File: src/sv/rdc_pkg.sv
// ----------------------------------------------------------------------------
// rdc_pkg
// Shared types and constants for the radix digit converter: field widths,
// base limits, controller states and the controller/datapath command and
// status words.
// ----------------------------------------------------------------------------
package rdc_pkg;

  // Default width of the value field.
  localparam int DEF_VALUE_BITS = 31;

  // Width of the base field and of one digit.
  localparam int RADIX_W = 4;
  localparam int DIGIT_W = 4;

  // Quotient bits produced by the divider in one cycle.
  localparam int STEP_BITS = 4;

  // Accepted range of bases.
  localparam logic [RADIX_W-1:0] RADIX_MIN = 4'd2;
  localparam logic [RADIX_W-1:0] RADIX_MAX = 4'd9;

  // Controller states.
  typedef enum logic [2:0] {
    S_IDLE,
    S_DIV,
    S_STORE,
    S_READ,
    S_SHOW,
    S_ERR
  } ctl_state_t;

  // Commands from the controller to the datapath.
  typedef struct packed {
    logic load;      // capture a new word and clear the digit count
    logic div_step;  // run one divider cycle
    logic store;     // write the remainder as the next digit
    logic rd;        // read the most recent unsent digit
    logic emit;      // load the digit just read into the output register
    logic emit_err;  // load the error result into the output register
  } rdc_cmd_t;

  // Status from the datapath to the controller.
  typedef struct packed {
    logic radix_bad;  // base of the incoming word is out of range
    logic q_zero;     // quotient after a full division is zero
    logic cnt_zero;   // no stored digits remain
    logic out_free;   // output register can take a word this cycle
  } rdc_stat_t;

endpackage

File: src/sv/rdc_req_if.sv
// ----------------------------------------------------------------------------
// rdc_req_if
// Input channel: a value to convert and its target base.
// ----------------------------------------------------------------------------
interface rdc_req_if import rdc_pkg::*; #(
  parameter int VALUE_BITS = DEF_VALUE_BITS
) ();

  logic                  valid;
  logic                  ready;
  logic [VALUE_BITS-1:0] value;
  logic [RADIX_W-1:0]    radix;

  modport source (output valid, output value, output radix, input ready);
  modport sink   (input valid, input value, input radix, output ready);

endinterface

File: src/sv/rdc_rsp_if.sv
// ----------------------------------------------------------------------------
// rdc_rsp_if
// Output channel: one digit per word, with end-of-run and error flags.
// ----------------------------------------------------------------------------
interface rdc_rsp_if import rdc_pkg::*; ();

  logic               valid;
  logic               ready;
  logic [DIGIT_W-1:0] digit;
  logic               last;
  logic               bad_radix;

  modport source (output valid, output digit, output last, output bad_radix, input ready);
  modport sink   (input valid, input digit, input last, input bad_radix, output ready);

endinterface

File: src/sv/rdc_ram.sv
// ----------------------------------------------------------------------------
// rdc_ram
// Generic single-write, single-read RAM with a registered read port.
// ----------------------------------------------------------------------------
module rdc_ram #(
  parameter int WIDTH = 4,
  parameter int DEPTH = 31,
  localparam int AW = (DEPTH > 1) ? $clog2(DEPTH) : 1
) (
  input  logic             clk,
  input  logic             we,
  input  logic [AW-1:0]    waddr,
  input  logic [WIDTH-1:0] wdata,
  input  logic             re,
  input  logic [AW-1:0]    raddr,
  output logic [WIDTH-1:0] rdata
);

  logic [WIDTH-1:0] mem [DEPTH];

  // Write port.
  always_ff @(posedge clk) begin
    if (we) begin
      mem[waddr] <= wdata;
    end
  end

  // Registered read; data holds between reads.
  always_ff @(posedge clk) begin
    if (re) begin
      rdata <= mem[raddr];
    end
  end

endmodule

File: src/sv/rdc_ctrl.sv
// ----------------------------------------------------------------------------
// rdc_ctrl
// Controller: sequences the divider over each digit, then replays the stored
// digits most significant first, or the error word, into the output register.
// ----------------------------------------------------------------------------
module rdc_ctrl import rdc_pkg::*; #(
  parameter int VALUE_BITS = DEF_VALUE_BITS
) (
  input  logic      clk,
  input  logic      rst,
  input  logic      in_valid,
  output logic      in_ready,
  input  rdc_stat_t st,
  output rdc_cmd_t  cmd
);

  localparam int NSTEP  = (VALUE_BITS + STEP_BITS - 1) / STEP_BITS;
  localparam int SCNT_W = (NSTEP > 1) ? $clog2(NSTEP) : 1;
  localparam logic [SCNT_W-1:0] LAST_STP = SCNT_W'(NSTEP - 1);

  ctl_state_t        state, state_next;
  logic [SCNT_W-1:0] stp, stp_next;

  // State and divider cycle counter.
  always_ff @(posedge clk) begin
    if (rst) begin
      state <= S_IDLE;
      stp   <= '0;
    end else begin
      state <= state_next;
      stp   <= stp_next;
    end
  end

  // Next state and commands.
  always_comb begin
    state_next = state;
    stp_next   = stp;
    cmd        = '0;
    in_ready   = 1'b0;
    unique case (state)
      S_IDLE: begin
        in_ready = 1'b1;
        if (in_valid) begin
          if (st.radix_bad) begin
            state_next = S_ERR;
          end else begin
            cmd.load   = 1'b1;
            stp_next   = '0;
            state_next = S_DIV;
          end
        end
      end
      S_DIV: begin
        cmd.div_step = 1'b1;
        if (stp == LAST_STP) begin
          stp_next   = '0;
          state_next = S_STORE;
        end else begin
          stp_next = stp + SCNT_W'(1);
        end
      end
      S_STORE: begin
        cmd.store  = 1'b1;
        state_next = st.q_zero ? S_READ : S_DIV;
      end
      S_READ: begin
        cmd.rd     = 1'b1;
        state_next = S_SHOW;
      end
      S_SHOW: begin
        if (st.out_free) begin
          cmd.emit   = 1'b1;
          state_next = st.cnt_zero ? S_IDLE : S_READ;
        end
      end
      S_ERR: begin
        if (st.out_free) begin
          cmd.emit_err = 1'b1;
          state_next   = S_IDLE;
        end
      end
      default: begin
        state_next = S_IDLE;
      end
    endcase
  end

endmodule

File: src/sv/rdc_datapath.sv
// ----------------------------------------------------------------------------
// rdc_datapath
// Datapath: a shared divider that retires four quotient bits a cycle, a
// digit store filled least significant first, and the output register.
// ----------------------------------------------------------------------------
module rdc_datapath import rdc_pkg::*; #(
  parameter int VALUE_BITS = DEF_VALUE_BITS
) (
  input  logic                  clk,
  input  logic                  rst,
  input  rdc_cmd_t              cmd,
  output rdc_stat_t             st,
  input  logic [VALUE_BITS-1:0] in_value,
  input  logic [RADIX_W-1:0]    in_radix,
  input  logic                  out_ready,
  output logic                  out_valid,
  output logic [DIGIT_W-1:0]    out_digit,
  output logic                  out_last,
  output logic                  out_bad
);

  localparam int NSTEP    = (VALUE_BITS + STEP_BITS - 1) / STEP_BITS;
  localparam int PAD_BITS = NSTEP * STEP_BITS;
  localparam int CNT_W    = $clog2(VALUE_BITS + 1);
  localparam int AW       = (VALUE_BITS > 1) ? $clog2(VALUE_BITS) : 1;

  logic [PAD_BITS-1:0] dvd, dvd_next;
  logic [RADIX_W-1:0]  rem, rem_next;
  logic [RADIX_W-1:0]  radix_r;
  logic [CNT_W-1:0]    cnt;
  logic [CNT_W-1:0]    cnt_m1;
  logic [DIGIT_W-1:0] rdata;

  // Four restoring division steps on the narrow remainder. The dividend
  // register shifts left and collects the quotient bits at the bottom.
  always_comb begin
    logic [RADIX_W:0] t;
    rem_next = rem;
    dvd_next = dvd;
    for (int i = 0; i < STEP_BITS; i++) begin
      t        = {rem_next, dvd_next[PAD_BITS-1]};
      dvd_next = {dvd_next[PAD_BITS-2:0], 1'b0};
      if (t >= {1'b0, radix_r}) begin
        rem_next    = RADIX_W'(t - {1'b0, radix_r});
        dvd_next[0] = 1'b1;
      end else begin
        rem_next = t[RADIX_W-1:0];
      end
    end
  end

  assign cnt_m1 = cnt - CNT_W'(1);

  // Divider registers.
  always_ff @(posedge clk) begin
    if (cmd.load) begin
      dvd     <= PAD_BITS'(in_value);
      rem     <= '0;
      radix_r <= in_radix;
    end else if (cmd.div_step) begin
      dvd <= dvd_next;
      rem <= rem_next;
    end else if (cmd.store) begin
      rem <= '0;
    end
  end

  // Digit count: grows while dividing, shrinks while replaying.
  always_ff @(posedge clk) begin
    if (rst) begin
      cnt <= '0;
    end else if (cmd.load) begin
      cnt <= '0;
    end else if (cmd.store) begin
      cnt <= cnt + CNT_W'(1);
    end else if (cmd.rd) begin
      cnt <= cnt_m1;
    end
  end

  // Digit store.
  rdc_ram #(
    .WIDTH (DIGIT_W),
    .DEPTH (VALUE_BITS)
  ) u_ram (
    .clk   (clk),
    .we    (cmd.store),
    .waddr (cnt[AW-1:0]),
    .wdata (rem),
    .re    (cmd.rd),
    .raddr (cnt_m1[AW-1:0]),
    .rdata (rdata)
  );

  // Output register.
  always_ff @(posedge clk) begin
    if (rst) begin
      out_valid <= 1'b0;
    end else if (cmd.emit || cmd.emit_err) begin
      out_valid <= 1'b1;
    end else if (out_ready) begin
      out_valid <= 1'b0;
    end
  end

  always_ff @(posedge clk) begin
    if (cmd.emit) begin
      out_digit <= rdata;
      out_last  <= (cnt == '0);
      out_bad   <= 1'b0;
    end else if (cmd.emit_err) begin
      out_digit <= '0;
      out_last  <= 1'b1;
      out_bad   <= 1'b1;
    end
  end

  // Status back to the controller.
  always_comb begin
    st.radix_bad = (in_radix < RADIX_MIN) || (in_radix > RADIX_MAX);
    st.q_zero    = (dvd == '0);
    st.cnt_zero  = (cnt == '0);
    st.out_free  = !out_valid || out_ready;
  end

endmodule

File: src/sv/radix_digit_converter_top.sv
// ----------------------------------------------------------------------------
// radix_digit_converter_top
// Converts an unsigned value to base 2 to 9 and sends its digits most
// significant first, one word per digit, the last one flagged.
//
//   channel  direction  payload                     words per item
//   req      in         value, radix                1
//   rsp      out        digit, last, bad_radix      1 to VALUE_BITS
//
// The divider retires four quotient bits a cycle for each digit. Replay
// reads each digit from the digit store, then loads it into the output
// register. A rejected base sends the controller to its error state, which
// loads the error word once the output register is free.
// The next item is taken as soon as the last digit sits in the output
// register; a stalled sink holds the replay, not the divider state.
// Reset is synchronous and clears the controller and the output valid.
// ----------------------------------------------------------------------------
module radix_digit_converter_top import rdc_pkg::*; #(
  parameter int VALUE_BITS = DEF_VALUE_BITS
) (
  input  logic       clk,
  input  logic       rst,
  rdc_req_if.sink    req,
  rdc_rsp_if.source  rsp
);

  rdc_cmd_t  cmd;
  rdc_stat_t st;

  rdc_ctrl #(
    .VALUE_BITS (VALUE_BITS)
  ) u_ctrl (
    .clk      (clk),
    .rst      (rst),
    .in_valid (req.valid),
    .in_ready (req.ready),
    .st       (st),
    .cmd      (cmd)
  );

  rdc_datapath #(
    .VALUE_BITS (VALUE_BITS)
  ) u_dp (
    .clk       (clk),
    .rst       (rst),
    .cmd       (cmd),
    .st        (st),
    .in_value  (req.value),
    .in_radix  (req.radix),
    .out_ready (rsp.ready),
    .out_valid (rsp.valid),
    .out_digit (rsp.digit),
    .out_last  (rsp.last),
    .out_bad   (rsp.bad_radix)
  );

endmodule

File: src/flat_wrapper.sv
// flat-port wrapper written by rule: the top's interface ports become plain ports
module radix_digit_converter_top_flat import rdc_pkg::*;
#(
  parameter int VALUE_BITS = DEF_VALUE_BITS
)
  (clk, rst, req_valid, req_value, req_radix, req_ready, rsp_valid, rsp_digit, rsp_last, rsp_bad_radix, rsp_ready);
  rdc_req_if #(.VALUE_BITS(VALUE_BITS)) req_i ();
  rdc_rsp_if rsp_i ();
  input  logic clk;
  input  logic rst;
  input wire logic [$bits(req_i.valid)-1:0] req_valid;
  input wire logic [$bits(req_i.value)-1:0] req_value;
  input wire logic [$bits(req_i.radix)-1:0] req_radix;
  output wire logic [$bits(req_i.ready)-1:0] req_ready;
  output wire logic [$bits(rsp_i.valid)-1:0] rsp_valid;
  output wire logic [$bits(rsp_i.digit)-1:0] rsp_digit;
  output wire logic [$bits(rsp_i.last)-1:0] rsp_last;
  output wire logic [$bits(rsp_i.bad_radix)-1:0] rsp_bad_radix;
  input wire logic [$bits(rsp_i.ready)-1:0] rsp_ready;
  assign req_i.valid = req_valid;
  assign req_i.value = req_value;
  assign req_i.radix = req_radix;
  assign req_ready = req_i.ready;
  assign rsp_valid = rsp_i.valid;
  assign rsp_digit = rsp_i.digit;
  assign rsp_last = rsp_i.last;
  assign rsp_bad_radix = rsp_i.bad_radix;
  assign rsp_i.ready = rsp_ready;
  radix_digit_converter_top #(.VALUE_BITS(VALUE_BITS)) u_core (.clk(clk), .rst(rst), .req(req_i), .rsp(rsp_i));
endmodule
File: config.mk
export PLATFORM = sky130hd
export DESIGN_NAME = radix_digit_converter_top_flat
export DESIGN_NICKNAME = d
export VERILOG_FILES = /design/src/sv/rdc_pkg.sv /design/src/sv/rdc_req_if.sv /design/src/sv/rdc_rsp_if.sv /design/src/sv/rdc_ram.sv /design/src/sv/rdc_ctrl.sv /design/src/sv/rdc_datapath.sv /design/src/sv/radix_digit_converter_top.sv /design/src/flat_wrapper.sv
export SDC_FILE = /design/constraint.sdc
export NUM_CORES = 1
export LEC_CHECK = 0
export BUFFER_PORTS_ARGS = -buffer_cell sky130_fd_sc_hd__clkbuf_2
export CORE_ASPECT_RATIO = 0.5
export CORE_UTILIZATION = 60
export DETAILED_ROUTE_END_ITERATION = 16
export GPL_ROUTABILITY_DRIVEN = 0
export PLACE_DENSITY = 0.79
export SYNTH_ARGS = -nofsm -noshare
export SYNTH_HDL_FRONTEND = slang
export SYNTH_SLANG_ARGS = --single-unit
File: constraint.sdc
create_clock -name clk -period 11 [get_ports clk]
set_clock_uncertainty 0.05 [all_clocks]
set_input_delay 1.1 -clock clk [delete_from_list [all_inputs] [get_ports clk]]
set_output_delay 1.1 -clock clk [all_outputs]
set_load 0.01 [all_outputs]
==> flow_results.xml <==
<?xml version="1.0" encoding="UTF-8"?>
<metrics>
  <group name="outcome">
    <metric name="run_status" unit="">finished, final reports clean</metric>
  </group>
  <group name="synth">
    <metric name="netlist.area_leader.share" unit="%">58.66</metric>
    <metric name="synth_enable_flop_cells" unit="">168</metric>
    <metric name="synth_warnings" unit="">0</metric>
    <metric name="synth_top_area_cell" unit="">edfxtp_1</metric>
    <metric name="synth_async_sr_flop_share" unit="%">0</metric>
    <metric name="synth.distinct_cells" unit="">62</metric>
    <metric name="ys_ff_latch" unit="">186</metric>
    <metric name="synth-seq-area-share" unit="%">62.85</metric>
    <metric name="synthesis.area" unit="µm²">8599</metric>
    <metric name="synth-main-ff-cell" unit="">edfxtp_1</metric>
    <metric name="mapped_avg_cell_area" unit="µm²">13.89</metric>
    <metric name="syn_inst" unit="">619</metric>
    <metric name="yosys-top-cells-area" unit="">edfxtp_1 (59%), mux4_2 (9.4%), nand2_1 (4.5%)</metric>
    <metric name="synth.net_count" unit="">685</metric>
  </group>
  <group name="timing">
    <metric name="timing_max_transition_violations_final" unit="">0</metric>
    <metric name="setup-violations-final" unit="">0</metric>
    <metric name="tightest_pin_transition" unit="ns">1.230</metric>
    <metric name="worst_hold_slack" unit="ns">0.4416</metric>
    <metric name="final_hold_violations" unit="">0</metric>
    <metric name="slew-limit-headroom" unit="%">17.91</metric>
    <metric name="finalCriticalPeriod" unit="ns">6.798</metric>
    <metric name="final.period_utilization" unit="%">61.80</metric>
    <metric name="fmax" unit="MHz">147.1</metric>
    <metric name="rsz_0062_raised_after_global_routing" unit="">no</metric>
    <metric name="setup_total_negative_slack" unit="ns">0</metric>
  </group>
  <group name="clock_tree">
    <metric name="cts_tree" unit="">yes</metric>
    <metric name="hold_buffers" unit="">0</metric>
    <metric name="clock_sinks" unit="">186</metric>
    <metric name="postCtsResizedCells" unit="">0</metric>
    <metric name="clock-root-buffer" unit="">clkbuf_16</metric>
    <metric name="cts_setup_buffers" unit="">0</metric>
    <metric name="clk_latency" unit="ns">0.43</metric>
    <metric name="cts_bufs_inserted" unit="">17</metric>
    <metric name="cts.reportedPaths.clkPinSlew" unit="ns">0.08</metric>
    <metric name="max-clock-path-buffers" unit="">2</metric>
    <metric name="cts-htree-levels" unit="">4</metric>
  </group>
  <group name="min_path">
    <metric name="holdCritPathClass" unit="">reg2reg</metric>
    <metric name="hold_start" unit="">u_core.u_dp.out_bad</metric>
    <metric name="worstHoldPathCells" unit="">1</metric>
  </group>
  <group name="floorplan">
    <metric name="die_h" unit="µm">86.66</metric>
    <metric name="initial_utilization" unit="%">62.43</metric>
    <metric name="core.rowCount" unit="">30</metric>
    <metric name="chipWidth" unit="µm">171.3</metric>
    <metric name="ios" unit="">47</metric>
    <metric name="core-area" unit="µm²">13780</metric>
    <metric name="die_area" unit="µm²">14840</metric>
  </group>
  <group name="finish">
    <metric name="drive_gt1_share" unit="%">19.94</metric>
    <metric name="final_cells" unit="">869</metric>
    <metric name="antenna_cells_inserted" unit="">0</metric>
    <metric name="area_growth" unit="%">11.65</metric>
    <metric name="nNetsFinal" unit="">730</metric>
    <metric name="post-route-util" unit="%">69.70</metric>
  </group>
  <group name="worst_setup_path">
    <metric name="critical_path.startpoint" unit="">u_core.u_dp.rem[1]</metric>
    <metric name="cp_max_fo" unit="">35</metric>
    <metric name="critical_path_required" unit="ns">11.27</metric>
    <metric name="cp_endpoint_kind" unit="">flip-flop</metric>
    <metric name="r2r-start" unit="">u_core.u_dp.rem[1]</metric>
    <metric name="rr_worst_depth" unit="">25</metric>
    <metric name="critPathLaunchType" unit="">flip-flop</metric>
    <metric name="crit_type" unit="">reg2reg</metric>
    <metric name="critical_path_arrival" unit="ns">7.07</metric>
  </group>
  <group name="route">
    <metric name="ant_nets" unit="">0</metric>
    <metric name="totalWireLength" unit="µm">17690</metric>
    <metric name="avgRoutedWirePerCell" unit="µm">20.35</metric>
    <metric name="via_per_inst" unit="">6.084</metric>
    <metric name="drc_errors" unit="">0</metric>
    <metric name="drtPass1Iterations" unit="">5</metric>
    <metric name="vias_post_dr" unit="">5287</metric>
    <metric name="drt_first_iter_violations" unit="">502</metric>
  </group>
  <group name="power_and_ir_drop">
    <metric name="static-leakage-power" unit="µW">0.003439</metric>
    <metric name="irDropWorstVdd" unit="µV">205.5</metric>
    <metric name="power_density_relative_to_cell_area" unit="nW/µm²">249.5</metric>
  </group>
  <group name="global_route">
    <metric name="first_global_vias" unit="">5060</metric>
    <metric name="global_route_wire_length_before_repair" unit="µm">27810</metric>
    <metric name="grt_usage" unit="%">25.86</metric>
    <metric name="global_route.overflow_total" unit="">0</metric>
    <metric name="grt_antenna_before_repair" unit="">0</metric>
    <metric name="grt_max_degree" unit="">41</metric>
  </group>
  <group name="run">
    <metric name="max_cap_violation_count" unit="">0</metric>
  </group>
  <group name="place">
    <metric name="detailedPlacementHpwl" unit="µm">11160</metric>
    <metric name="portBuffers" unit="">46</metric>
    <metric name="numPlacedInstances" unit="">837</metric>
  </group>
</metrics>
[path summary, 6_finish.rpt]
kind	endpoint	slack, ns
max	u_core.u_dp.rem[0]	4.20
min	u_core.u_dp.out_bad	0.44
max reg2reg	u_core.u_dp.rem[0]	4.20
min reg2reg	u_core.u_dp.out_bad	0.44
[cell families after synthesis]
logic type	synth area share, %
fa+ha+maj	4.278
flops	62.85
mux	11.87
buf+inv	2.139
xor+xnor	1.324
compound gates	5.413
simple gates	12.12
[where the power goes]
group | internal, µW | total (µW) | switching [µW]
combinational | 370 | 828 | 458
clock | 307 | 607 | 300
sequential | 890 | 961 | 71.0
[cell type report]
cell class / count / area, µm²
clock inverters: 15 / 170.2
repair buffers: 51 / 267.8
multi-input cells: 387 / 3013
well taps: 192 / 240.2
inverters: 21 / 78.83
fillers: 909 / 4174
flip-flops and latches: 186 / 5406
clock buffers: 17 / 425.4
[metrics by stage]
stage               worst slack [ns]  power [µW]  area (µm²)
global placement               4.652        1739        9006
CTS                            4.207        2395        9602
floorplan                      5.188        1631        8600
global route                   3.749        2509        9602
detailed placement             4.299        1777        9006
finish                         4.202        2396        9602
[cell usage after synthesis (4+ instances only)]
master,count
dfxtp_1,18
mux2_2,6
nand2b_1,7
clkbuf_1,15
nand3b_1,5
edfxtp_1,168
mux2i_1,12
nor2_1,62
nor4_1,8
mux4_2,36
nor2b_1,8
inv_1,20
ha_1,23
fa_1,4
a21o_1,6
a21oi_1,20
o21ai_1,6
buf_1,6
and2_1,6
nand2_1,103
nand3_1,7
xnor2_1,10
nor3_1,10
[worst max-delay path, stage by stage (launching register included)]
cell       delay (ns)
dfxtp_1          1.11
ha_1             0.41
nand2_1          0.08
o21ai_1          0.42
mux2i_1          0.30
inv_1            0.08
ha_1             0.32
o21a_1           0.23
o2bb2ai_4        0.19
o2111ai_1        0.17
mux2_2           0.35
inv_1            0.06
ha_1             0.23
a21o_1           0.16
a21o_1           0.17
a21oi_1          0.32
o311ai_4         0.21
mux2i_1          0.26
ha_1             0.29
o21ai_1          0.10
nand2b_1         0.07
a21o_1           0.17
a21o_1           0.17
a221o_1          0.38
mux2i_1          0.17
a22o_1           0.19
[layer usage]
layer  routed length, µm  global-route usage (%)
met3                1091                   3.881
met2                8624                   41.83
met1                7571                   36.02
met4                 401                   10.31
met5                   0                       0
[cell usage in the layout, fill, tap and decap left out, drive strengths merged, types with 5 or more instances in the layout]
master    n
nand3b    5
and2      7
nand2b    7
clkbuf   63
ha       23
o21ai    10
clkinv    6
nor2b     8
nor4      8
nand3     7
nor3     10
a21oi    20
nand2   103
mux2i    12
a21o      6
inv      29
xnor2    10
mux4     36
nor2     62
dfxtp    18
edfxtp  168
mux2      8
buf       5
[flip-flops by register name, summed over array words and instances (netlist names)]
| signal | flops |
|---|---|
| u_core.u_dp.radix_r | 4 |
| u_core.u_ctrl.stp | 3 |
| u_core.u_dp.out_last | 1 |
| u_core.u_dp.rem | 4 |
| u_core.u_ctrl.state | 3 |
| u_core.u_dp.u_ram.rdata | 4 |
| u_core.u_dp.cnt | 5 |
| u_core.u_dp.out_digit | 4 |
| u_core.u_dp.dvd | 32 |
| u_core.u_dp.out_bad | 1 |
| u_core.u_dp.u_ram.mem | 124 |
| u_core.u_dp.out_valid | 1 |
(Power assumes the default switching activity.)
